--- config.mk ---
export PLATFORM = sky130hd
export DESIGN_NAME = channel_frame_serializer
export DESIGN_NICKNAME = d
export VERILOG_FILES = /design/src/hw/rtl/cfs_pkg.sv /design/src/hw/rtl/cfs_datapath.sv /design/src/hw/rtl/cfs_controller.sv /design/src/hw/rtl/channel_frame_serializer.sv
export VERILOG_INCLUDE_DIRS = /design/src /design/src/hw/rtl
export SDC_FILE = /design/constraint.sdc
export NUM_CORES = 1
export LEC_CHECK = 0
export ABC_CLOCK_PERIOD_IN_PS = 8500
export BUFFER_PORTS_ARGS = -buffer_cell sky130_fd_sc_hd__buf_2
export CAP_MARGIN = 0
export CORE_MARGIN = 2
export CORE_UTILIZATION = 50
export DETAILED_ROUTE_END_ITERATION = 7
export GPL_TIMING_DRIVEN = 0
export PLACE_DENSITY = 0.63
export SYNTH_ARGS = -nofsm -noshare
export SYNTH_HDL_FRONTEND = slang
export SYNTH_HIERARCHICAL = 1
export SYNTH_SLANG_ARGS = --single-unit
--- constraint.sdc ---
create_clock -name clk -period 8.5 [get_ports clk]
set_input_delay 0.425 -clock clk [delete_from_list [all_inputs] [get_ports clk]]
set_output_delay 0.425 -clock clk [all_outputs]
set_load 0.01 [all_outputs]
--- src/hw/rtl/channel_frame_serializer_macros.svh ---
// Assertion macros for the channel frame serializer.
// Used by the top level; expects clk and rst_n in scope at the point of use.
`ifndef CHANNEL_FRAME_SERIALIZER_MACROS_SVH
`define CHANNEL_FRAME_SERIALIZER_MACROS_SVH
`ifndef SYNTH
// Condition implies consequence in the same cycle.
`define CFS_ASSERT_SAME(lbl, cond, cons, msg) \
    lbl: assert property (@(posedge clk) disable iff (!rst_n) (cond) |-> (cons)) \
        else $error(msg);
// Condition implies consequence in the next cycle.
`define CFS_ASSERT_NEXT(lbl, cond, cons, msg) \
    lbl: assert property (@(posedge clk) disable iff (!rst_n) (cond) |=> (cons)) \
        else $error(msg);
`else
`define CFS_ASSERT_SAME(lbl, cond, cons, msg)
`define CFS_ASSERT_NEXT(lbl, cond, cons, msg)
`endif
`endif

--- src/hw/rtl/cfs_pkg.sv ---
// Shared constants and types for the channel frame serializer.
// No dependencies; used by the controller, datapath and top level.
package cfs_pkg;

    // Table size and derived widths
    localparam int NUM_CHANNELS = 16;
    localparam int IDX_W        = (NUM_CHANNELS > 1) ? $clog2(NUM_CHANNELS) : 1;
    localparam int CNT_W        = $clog2(NUM_CHANNELS + 1);

    // Field widths fixed by the interface
    localparam int CFG_W    = 5;
    localparam int CHAN_W   = 4;
    localparam int SAMPLE_W = 16;
    localparam int BYTE_W   = 8;

    localparam logic [CFG_W-1:0]  CFG_RESET = 5'd16;
    localparam logic [CFG_W-1:0]  NUM_CH_CFG = CFG_W'(NUM_CHANNELS);

    // Frame header bytes
    localparam logic [BYTE_W-1:0] HDR_A = 8'd251;
    localparam logic [BYTE_W-1:0] HDR_B = 8'd109;
    localparam logic [BYTE_W-1:0] HDR_C = 8'd37;

    // Source of the byte emitted in a cycle
    typedef enum logic [2:0] {
        SEL_HDR_A,
        SEL_HDR_B,
        SEL_HDR_C,
        SEL_HI,
        SEL_LO,
        SEL_SUM
    } sel_t;

    // Controller to datapath commands
    typedef struct packed {
        logic             store;
        logic             clear_sum;
        logic             emit;
        sel_t             sel;
        logic [IDX_W-1:0] idx;
    } cmd_t;

    // Datapath to controller status
    typedef struct packed {
        logic [CNT_W-1:0] count;
    } sts_t;

endpackage

--- src/hw/rtl/cfs_datapath.sv ---
// Datapath of the channel frame serializer: channel table, config register,
// checksum accumulator and output registers. Depends on cfs_pkg.
module cfs_datapath (
    input  logic                           clk,
    input  logic                           rst_n,
    input  cfs_pkg::cmd_t                  cmd,
    output cfs_pkg::sts_t                  sts,
    input  logic [cfs_pkg::CHAN_W-1:0]     channel,
    input  logic [cfs_pkg::SAMPLE_W-1:0]   sample_value,
    input  logic                           cfg_we,
    input  logic [cfs_pkg::CFG_W-1:0]      cfg_wdata,
    output logic [cfs_pkg::BYTE_W-1:0]     frame_byte,
    output logic                           last_byte,
    output logic                           byte_strobe
);

    logic [cfs_pkg::SAMPLE_W-1:0] table_reg [cfs_pkg::NUM_CHANNELS];
    logic [cfs_pkg::CFG_W-1:0]    cfg_reg;
    logic [cfs_pkg::BYTE_W-1:0]   sum_reg;
    logic [cfs_pkg::BYTE_W-1:0]   byte_reg;
    logic                         last_reg;
    logic                         strobe_reg;

    logic [cfs_pkg::IDX_W-1:0]    wr_idx;
    logic                         wr_ok;
    logic [cfs_pkg::SAMPLE_W-1:0] rd_word;
    logic [cfs_pkg::BYTE_W-1:0]   byte_next;
    logic                         last_next;
    logic [cfs_pkg::BYTE_W-1:0]   sum_next;

    // Decode store address; drop stores past the table
    assign wr_idx = cfs_pkg::IDX_W'(channel);
    assign wr_ok  = ({1'b0, channel} < cfs_pkg::NUM_CH_CFG);

    // Saturate channel count to the table size
    assign sts.count = (cfg_reg > cfs_pkg::NUM_CH_CFG) ? cfs_pkg::CNT_W'(cfs_pkg::NUM_CHANNELS)
                                                       : cfs_pkg::CNT_W'(cfg_reg);

    // Select the byte for this cycle
    assign rd_word = table_reg[cmd.idx];

    always_comb
    begin
        last_next = 1'b0;
        case (cmd.sel)
            cfs_pkg::SEL_HDR_A: byte_next = cfs_pkg::HDR_A;
            cfs_pkg::SEL_HDR_B: byte_next = cfs_pkg::HDR_B;
            cfs_pkg::SEL_HDR_C: byte_next = cfs_pkg::HDR_C;
            cfs_pkg::SEL_HI:    byte_next = rd_word[cfs_pkg::SAMPLE_W-1:cfs_pkg::BYTE_W];
            cfs_pkg::SEL_LO:    byte_next = rd_word[cfs_pkg::BYTE_W-1:0];
            cfs_pkg::SEL_SUM:
            begin
                byte_next = sum_reg;
                last_next = 1'b1;
            end
            default:            byte_next = '0;
        endcase
    end

    // Accumulate the checksum over all bytes before the last
    always_comb
    begin
        sum_next = sum_reg;
        if (cmd.clear_sum)
            sum_next = '0;
        else if (cmd.emit && !last_next)
            sum_next = sum_reg + byte_next;
    end

    // Hold the channel table; cleared at reset
    always_ff @(posedge clk or negedge rst_n)
    begin
        if (!rst_n)
        begin
            for (int i = 0; i < cfs_pkg::NUM_CHANNELS; i++)
                table_reg[i] <= '0;
        end
        else if (cmd.store && wr_ok)
        begin
            table_reg[wr_idx] <= sample_value;
        end
    end

    // Hold the configuration register
    always_ff @(posedge clk or negedge rst_n)
    begin
        if (!rst_n)
            cfg_reg <= cfs_pkg::CFG_RESET;
        else if (cfg_we)
            cfg_reg <= cfg_wdata;
    end

    // Advance checksum and output strobe
    always_ff @(posedge clk or negedge rst_n)
    begin
        if (!rst_n)
        begin
            sum_reg    <= '0;
            strobe_reg <= 1'b0;
        end
        else
        begin
            sum_reg    <= sum_next;
            strobe_reg <= cmd.emit;
        end
    end

    // Register output payload
    always_ff @(posedge clk)
    begin
        byte_reg <= byte_next;
        last_reg <= last_next && cmd.emit;
    end

    assign frame_byte  = byte_reg;
    assign last_byte   = last_reg;
    assign byte_strobe = strobe_reg;

endmodule

--- src/hw/rtl/cfs_controller.sv ---
// Controller of the channel frame serializer: accepts requests and sequences
// the bytes of a frame. Depends on cfs_pkg.
module cfs_controller (
    input  logic          clk,
    input  logic          rst_n,
    input  logic          start,
    input  logic          mode,
    output logic          busy,
    input  cfs_pkg::sts_t sts,
    output cfs_pkg::cmd_t cmd
);

    typedef enum logic [2:0] {
        S_IDLE,
        S_HDR_A,
        S_HDR_B,
        S_HDR_C,
        S_HI,
        S_LO,
        S_SUM
    } state_t;

    state_t                    state_reg, state_next;
    logic [cfs_pkg::CNT_W-1:0] idx_reg, idx_next;
    logic [cfs_pkg::CNT_W-1:0] idx_inc;
    logic                      accept;

    assign accept  = start && (state_reg == S_IDLE);
    assign idx_inc = idx_reg + cfs_pkg::CNT_W'(1);
    assign busy    = (state_reg != S_IDLE);

    // Issue commands for the current state
    always_comb
    begin
        cmd.store     = accept && !mode;
        cmd.clear_sum = accept && mode;
        cmd.emit      = (state_reg != S_IDLE);
        cmd.idx       = idx_reg[cfs_pkg::IDX_W-1:0];
        case (state_reg)
            S_HDR_A: cmd.sel = cfs_pkg::SEL_HDR_A;
            S_HDR_B: cmd.sel = cfs_pkg::SEL_HDR_B;
            S_HDR_C: cmd.sel = cfs_pkg::SEL_HDR_C;
            S_HI:    cmd.sel = cfs_pkg::SEL_HI;
            S_LO:    cmd.sel = cfs_pkg::SEL_LO;
            S_SUM:   cmd.sel = cfs_pkg::SEL_SUM;
            default: cmd.sel = cfs_pkg::SEL_HDR_A;
        endcase
    end

    // Step through header, channel words and checksum
    always_comb
    begin
        state_next = state_reg;
        idx_next   = idx_reg;
        case (state_reg)
            S_IDLE:
            begin
                if (accept && mode)
                    state_next = S_HDR_A;
            end
            S_HDR_A: state_next = S_HDR_B;
            S_HDR_B: state_next = S_HDR_C;
            S_HDR_C:
            begin
                idx_next   = '0;
                state_next = (sts.count == '0) ? S_SUM : S_HI;
            end
            S_HI:    state_next = S_LO;
            S_LO:
            begin
                idx_next   = idx_inc;
                state_next = (idx_inc == sts.count) ? S_SUM : S_HI;
            end
            S_SUM:   state_next = S_IDLE;
            default: state_next = S_IDLE;
        endcase
    end

    // Hold state and channel index
    always_ff @(posedge clk or negedge rst_n)
    begin
        if (!rst_n)
        begin
            state_reg <= S_IDLE;
            idx_reg   <= '0;
        end
        else
        begin
            state_reg <= state_next;
            idx_reg   <= idx_next;
        end
    end

endmodule

--- src/hw/rtl/channel_frame_serializer.sv ---
// Channel frame serializer: a store request (mode 0) writes one 16-bit
// channel word and busy stays low, so stores may come every cycle while no
// send is running. A send request (mode 1) raises busy while the byte
// sequencer walks header, table and checksum at one byte per cycle, over as
// many channel words as the config register holds, saturated to table size.
// Each byte appears on frame_byte with byte_strobe high for exactly one cycle,
// in the cycle after the sequencer issues it, so the final checksum byte
// (last_byte high) shows in the first cycle with busy low. The receiver cannot
// stall: it must take every strobed byte. Write cfg_wdata only while idle.
// Depends on cfs_pkg, cfs_controller, cfs_datapath and the macro header.
`include "channel_frame_serializer_macros.svh"

module channel_frame_serializer (
    input  logic                           clk,
    input  logic                           rst_n,
    input  logic                           start,
    output logic                           busy,
    input  logic                           mode,
    input  logic [cfs_pkg::CHAN_W-1:0]     channel,
    input  logic [cfs_pkg::SAMPLE_W-1:0]   sample_value,
    input  logic                           cfg_we,
    input  logic [cfs_pkg::CFG_W-1:0]      cfg_wdata,
    output logic [cfs_pkg::BYTE_W-1:0]     frame_byte,
    output logic                           last_byte,
    output logic                           byte_strobe
);

    cfs_pkg::cmd_t cmd;
    cfs_pkg::sts_t sts;

    // Sequence requests and frame bytes
    cfs_controller u_ctrl (
        .clk   (clk),
        .rst_n (rst_n),
        .start (start),
        .mode  (mode),
        .busy  (busy),
        .sts   (sts),
        .cmd   (cmd)
    );

    // Store words, build bytes and checksum
    cfs_datapath u_dp (
        .clk          (clk),
        .rst_n        (rst_n),
        .cmd          (cmd),
        .sts          (sts),
        .channel      (channel),
        .sample_value (sample_value),
        .cfg_we       (cfg_we),
        .cfg_wdata    (cfg_wdata),
        .frame_byte   (frame_byte),
        .last_byte    (last_byte),
        .byte_strobe  (byte_strobe)
    );

    // Check frame framing against the request handshake
    `CFS_ASSERT_NEXT(a_send_goes_busy, start && !busy && mode, busy, "send did not start")
    `CFS_ASSERT_NEXT(a_idle_no_byte, !busy, !byte_strobe, "byte emitted while idle")
    `CFS_ASSERT_NEXT(a_gap_after_last, byte_strobe && last_byte, !byte_strobe, "no gap after frame")
    `CFS_ASSERT_SAME(a_no_store_busy, cmd.store, !busy, "store taken while busy")

endmodule
==> metrics.txt, run 1 <==
status=finished, final reports clean; Final Net Count=around 1100; root buf cell=clkbuf_16; highest-delay cell along the critical path=buf_1; max_cap viols=0; headroom to the max-slew limit=under 10%; antenna viol nets, final=0; r2r setup slk=3.39 ns; crit-path max FO=10; Total Power=just over 5 mW; fraction of layout cells with a size suffix above 1=between 30 and 40%; DRT Pass-1 Iters=4; clock tree buffer depth=3; Ant. Diodes=0; Arr. time, crit path=roughly 5.6 ns; Area Growth Syn to Fin=13.2%; global-route wire length before repair=50700 microns; post-synthesis register bit count=287; Critical R2R Launch=u_ctrl/idx_reg[1]$_DFFE_PN0P_; Die Area=28500 sq um; critical path's most frequent cell=o21ai_1; DRT iter0 DRCs=between 600 and 700; area leader, netlist=dfrtp_1; CTS tree=done; pin count of the biggest net entering global routing=123; slowest cell delay on critical path=roughly 0.7 ns; CP cell instances=buf_4 -> buf_2 -> clkbuf_1 -> buf_1 -> mux4_2 -> mux2i_1 -> o22ai_1 -> o21ai_1 -> o21ai_1 -> ha_1 -> a21oi_1 -> o2111ai_1 -> a2111o_1 -> a2bb2o_1 -> nor4b_1 -> nand3_1; WP buf/inv=4; top-area cell type share of the netlist area=between 50% and 60%; Mapped Avg Cell Area=around 14 sq um; leak pwr=7.25 nW; Critical Path Source=u_ctrl/idx_reg[1]$_DFFE_PN0P_; P per Cell Area=around 330 nW/um^2; Fmax=roughly 0.2 GHz; Hold WS=just under 0.1 ns; vias in the first global route=8313; Overflow after GRT=0; RSZ-0062 raised after global routing=no; minimum clock period=~5.1 ns; Skew-Pair Late Insertion Delay=between 0.5 and 0.6 ns; CP Capture Point=u_dp/sum_reg[7]$_DFFE_PN0P_; port buffer count=38; Max IR drop VDD=0.145 mV; RR Endpoint=u_dp/sum_reg[7]$_DFFE_PN0P_; critical path class=register to register; post-route setup TNS=0 ns; register area share after synthesis=a little over half; GR Util All Layers=approximately a quarter; Avg WL per Cell=23.9 microns; dpl cell area=14300 sq um; design area=15400 sq um; Synth Net Count=between 900 and 1000; clk sinks=between 200 and 300; Critical Path Sink Type=register; Initial Util=approximately 51%; DR vias=roughly 8300; commonest non-fill, non-tap cells in the layout=dfrtp_1 (277), mux2_1 (140), mux2_2 (125); commonest non-fill, non-tap cell in the layout=dfrtp_1; leading post-synthesis cells by cell area=dfrtp_1 (51%), mux2_1 (12%), mux2_2 (10%); WP depth=16; Core Box Area=about 27000 sq um; Async SR Flop Fraction=between 90% and 100%; Critical Path RT=8.98 ns; Routability Congestion=roughly 0.84; Largest register FFs=between 200 and 300; initial antenna violation count=0; Mapped Area=13600 sq um; Vias/cell=5.98; H-Tree Depth=1; Setup crit start kind=register; Rows=60; die height=between 150 and 200 microns; CTS Buf Count=31; Synthesis Warnings=6; ys flop type=dfrtp_1; Post-synth EDFFs=0; CP top delay family=compound AO/OA/AOI/OAI gates; Hold WC Path Type=primary input to register; Synth Instances=~940; DR DRC count=0; clock slew at reported path FFs=roughly 0.060 ns; non-filler cells, final=around 1400; Clock Skews=around 0.015 ns; Distinct cells, synth=a little over 60; dpl cells=1325; Worst Tran Pin Value=roughly 1.4 ns; Final Hold Vio Count=0; final slew viol count=0; I/O pin cnt=41; Setup violations, final=0; final period utilization=between 60 and 70%; total routed wirelength=33000 microns; R2R depth=16; dpl hpwl=20900 microns; die width=169 microns
==> what timing repair did <==
action / in CTS / in global routing
hold endpoints to repair: 50 / 0
setup buffers: 0 / 0
resized for setup: 0 / 0
hold buffers: 1 / 0
==> logic make-up after synthesis <==
| logic type | after synthesis | synth area share [%] |
|---|---|---|
| compound gates | 75 | 3.85 |
| xor+xnor | 11 | 0.709 |
| fa+ha+maj | 9 | 0.883 |
| buf+inv | 86 | 2.83 |
| flops | 287 | 52.5 |
| mux | 355 | 34.6 |
| simple gates | 121 | 4.63 |
==> cell type report <==
cell class                 instances  area (sq um)
multi-input combinational        571          6080
tap                              341           427
sequential                       287          7140
clock buffer                      45           938
fill                            2226         11400
buffer                            78           355
timing repair buffer              42           273
inverter                           8          30.0
clock inverter                    12           143
==> metrics by stage <==
step                      utilization (%)  setup slack (ns)
after floorplan                         -              4.70
after global placement               53.0              1.65
after detailed placement             53.3              3.46
after CTS                            57.4              3.42
after global routing                 57.4              3.08
final                                57.4              3.39
==> how the worst min path moves through the flow <==
stage	startpoint	end	slack, ns	depth (start not counted)
floorplan	rst_n	u_ctrl/idx_reg[0]$_DFFE_PN0P_	0.13	0
global placement	u_dp/table_reg[135]$_DFFE_PN0P_	u_dp/table_reg[135]$_DFFE_PN0P_	0.46	1
detailed placement	rst_n	u_dp/table_reg[27]$_DFFE_PN0P_	0.36	1
CTS	cfg_wdata[2]	u_dp/cfg_reg[2]$_DFFE_PN0P_	0.09	2
global route	cfg_wdata[2]	u_dp/cfg_reg[2]$_DFFE_PN0P_	0.09	2
finish	cfg_wdata[2]	u_dp/cfg_reg[2]$_DFFE_PN0P_	0.1	2
==> power by group <==
| group | leakage (nW) | internal, mW | switching, mW |
|---|---|---|---|
| Clock | 0.543 | 0.852 | 0.547 |
| Combinational | 2.90 | 0.850 | 0.888 |
| Sequential | 3.81 | 1.74 | 0.188 |
| Total | 7.25 | 3.44 | 1.62 |
==> metal layers <==
metal / track usage [%] / wire, microns
met5: 0 / 0
met3: 3.11 / 1320
met4: 4.61 / 433
met1: 34.9 / 15600
met2: 38.6 / 15700
==> cells in the mapped netlist, drive strengths merged (3+ instances only) <==
cell type,n
xnor2,9
nand2,26
a22o,3
dfrtp,277
o31ai,3
o211ai,3
nand3b,5
nand4,3
nor2,34
nand2b,6
o21ai,15
or3,3
mux2i,25
mux2,266
mux4,64
inv,7
a211oi,9
nor3,11
and3,3
clkbuf,43
o221ai,3
dfxtp,9
a21oi,16
o22ai,7
buf,35
ha,8
nor2b,11
nand3,9
Note: power is estimated with default switching activity, not from simulation.
==> run 2: changes to the inputs <==
- ABC_CLOCK_PERIOD_IN_PS: 8500 -> 4800
- clock period: 8.5 -> 4.8 ns (I/O delays scaled with it)
==> run 2 against run 1 <==
Against the previous run:
- combinational power rose by 80%
- critical path depth did not move
- sequential share of layout area fell by 0.70 points
- cell count rose by 1.3%
- fmax rose by 13%
- wire length fell by 0.16%
- design area rose by 1.5%
- sequential power rose by 77%
- first-iteration DRC count fell by 17%
- critical path type unchanged
- critical endpoint unchanged
==> metrics.txt, run 2 (synthesis results as in run 1) <==
status=finished, final reports clean (unchanged); fin util=58.3% (was 57.4%); Overflow after GRT=0 (unchanged); Final Hold Vio Count=0 (unchanged); H-Tree Depth=1 (unchanged); crit-path max FO=10 (unchanged); dpl hpwl=20900 microns (unchanged); DRT Pass-1 Iters=5 (was 4); DRT iter0 DRCs=529 (was 635); I/O pin cnt=41 (unchanged); RSZ-0062 raised after global routing=no (unchanged); Max IR drop VDD=0.275 mV (was 0.145 mV); commonest non-fill, non-tap cells in the layout=dfrtp_1 (277), mux2_1 (140), mux2_2 (125) (unchanged); antenna viol nets, final=0 (unchanged); Avg WL per Cell=23.5 microns (was 23.9 microns); slowest cell delay on critical path=0.53 ns (was 0.69 ns); port buffer count=38 (unchanged); Core Box Area=26800 sq um (unchanged); DR DRC count=0 (unchanged); die height=169 microns (unchanged); final slew viol count=0 (unchanged); commonest non-fill, non-tap cell in the layout=dfrtp_1 (unchanged); Arr. time, crit path=5.02 ns (was 5.59 ns); Critical Path Sink Type=register (unchanged); Hold WC Path Type=primary input to register (unchanged); Critical Path RT=5.29 ns (was 8.98 ns); non-filler cells, final=1402 (was 1384); dpl cell area=14300 sq um (unchanged); Routability Congestion=0.836 (unchanged); Die Area=28500 sq um (unchanged); final worst slack=0.272 ns (was 3.39 ns); CP cell instances=buf_4 -> buf_2 -> buf_6 -> buf_4 -> mux4_2 -> mux2i_1 -> o221ai_1 -> o21ai_1 -> o211ai_1 -> ha_1 -> nand3_1 -> o2111ai_2 -> a2111o_1 -> a2bb2o_1 -> nor4b_2 -> nand3_1 (was buf_4 -> buf_2 -> clkbuf_1 -> buf_1 -> mux4_2 -> mux2i_1 -> o22ai_1 -> o21ai_1 -> o21ai_1 -> ha_1 -> a21oi_1 -> o2111ai_1 -> a2111o_1 -> a2bb2o_1 -> nor4b_1 -> nand3_1); Setup violations, final=0 (unchanged); post-route setup TNS=0 ns (unchanged); DR vias=8279 (was 8274); clock tree buffer depth=3 (unchanged); Initial Util=50.7% (unchanged); CTS Buf Count=31 (unchanged); vias in the first global route=8397 (was 8313); global-route wire length before repair=50900 microns (was 50700 microns); root buf cell=clkbuf_16 (unchanged); max_cap viols=0 (unchanged); Rows=60 (unchanged); highest-delay cell along the critical path=mux4_2 (was buf_1); Hold WS=0.00674 ns (was 0.0976 ns); Area Growth Syn to Fin=14.9% (was 13.2%); Worst Tran Pin Value=1.40 ns (was 1.41 ns); clock slew at reported path FFs=0.06 ns (about the same); Final Net Count=1075 (was 1058); clk sinks=287 (unchanged); Vias/cell=5.91 (was 5.98); final period utilization=94.3% (was 60.1%); fraction of layout cells with a size suffix above 1=31.3% (was 31.0%); Clock Skews=0.0138 ns (was 0.0149 ns); initial antenna violation count=1 (was 0); Skew-Pair Late Insertion Delay=0.56 ns (about the same); die width=169 microns (unchanged); critical path class=register to register (unchanged); design area=15600 sq um (was 15400 sq um); dpl cells=1325 (unchanged); fill cell count=2201 (was 2226); headroom to the max-slew limit=6.01% (was 5.43%); pin count of the biggest net entering global routing=123 (unchanged); worst slack, placed=-0.242 ns (was 3.46 ns); leak pwr=7.35 nW (was 7.25 nW); # Post-CTS Setup Buffers=0 (unchanged); CTS tree=done (unchanged); minimum clock period=4.53 ns (was 5.11 ns); Total Power=9.03 mW (was 5.07 mW); Setup crit start kind=register (unchanged); total routed wirelength=33000 microns (about the same); Fmax=0.221 GHz (was 0.196 GHz); Largest register FFs=256 (unchanged); P per Cell Area=578 nW/um^2 (was 329 nW/um^2); GR Util All Layers=23.8% (about the same)
==> run 2: cell count changes in the layout (fill, tap and decap cells not counted), moves of 2 or more <==
cell / delta
buf_2: -2
clkbuf_1: -2
clkbuf_2: +2
dlygate4sd3_1: +19
buf_1: -4
buf_6: +2
==> run 2: final timing paths <==
| kind | to | from | cells past startpoint | slack (ns) |
|---|---|---|---|---|
| setup reg to reg | u_dp/sum_reg[7]$_DFFE_PN0P_ | u_ctrl/idx_reg[0]$_DFFE_PN0P_ | 16 | 0.27 |
| max in group asynchronous | u_dp/table_reg[146]$_DFFE_PN0P_ | rst_n | 4 | 3.19 |
| min in group asynchronous | u_dp/table_reg[107]$_DFFE_PN0P_ | rst_n | 2 | 0.18 |
| hold reg to reg | u_dp/table_reg[151]$_DFFE_PN0P_ | u_dp/table_reg[151]$_DFFE_PN0P_ | 1 | 0.48 |
| hold / removal | u_dp/table_reg[136]$_DFFE_PN0P_ | sample_value[8] | 2 | 0.007 |
| setup / recovery | u_dp/sum_reg[7]$_DFFE_PN0P_ | u_ctrl/idx_reg[0]$_DFFE_PN0P_ | 16 | 0.27 |
==> run 2: critical path, delay by kind of cell, from the launching register on <==
kind | cells | cell delay [ns]
compound gates | 6 | 1.49
buf+inv | 4 | 0.94
mux | 2 | 0.78
flops | 1 | 0.49
fa+ha+maj | 1 | 0.39
simple gates | 3 | 0.37
==> run 2: area by class of cell <==
cell class	count	area [sq um]	share of cell area [%]
flip-flops and latches	287	7140	45.7
inverters	8	30.0	0.192
clock inverters	12	143	0.913
clock buffers	45	938	6.01
multi-input cells	571	6110	39.1
repair buffers	61	463	2.96
diodes	1	2.50	0.0160
well taps	341	427	2.73
plain buffers	76	374	2.39
==> run 2: timing repair <==
action,CTS,global route
hold endpoints to repair,112,0
endpoints found under the setup margin,3,3
hold buffers,20,0
gates resized for setup,7,11
==> run 2: power breakdown <==
part / internal (mW) / switching (mW)
Sequential: 3.08 / 0.332
Clock: 1.51 / 0.973
Combinational: 1.55 / 1.59
Total: 6.14 / 2.89
==> run 2: metal layers <==
layer	global-route usage [%]	routed length (microns)	vias to the layer above
met5	0	0	-
met4	4.80	447	0
met3	3.41	1500	36
li1	-	-	3695
met1	34.6	15300	4390
met2	38.6	15700	158
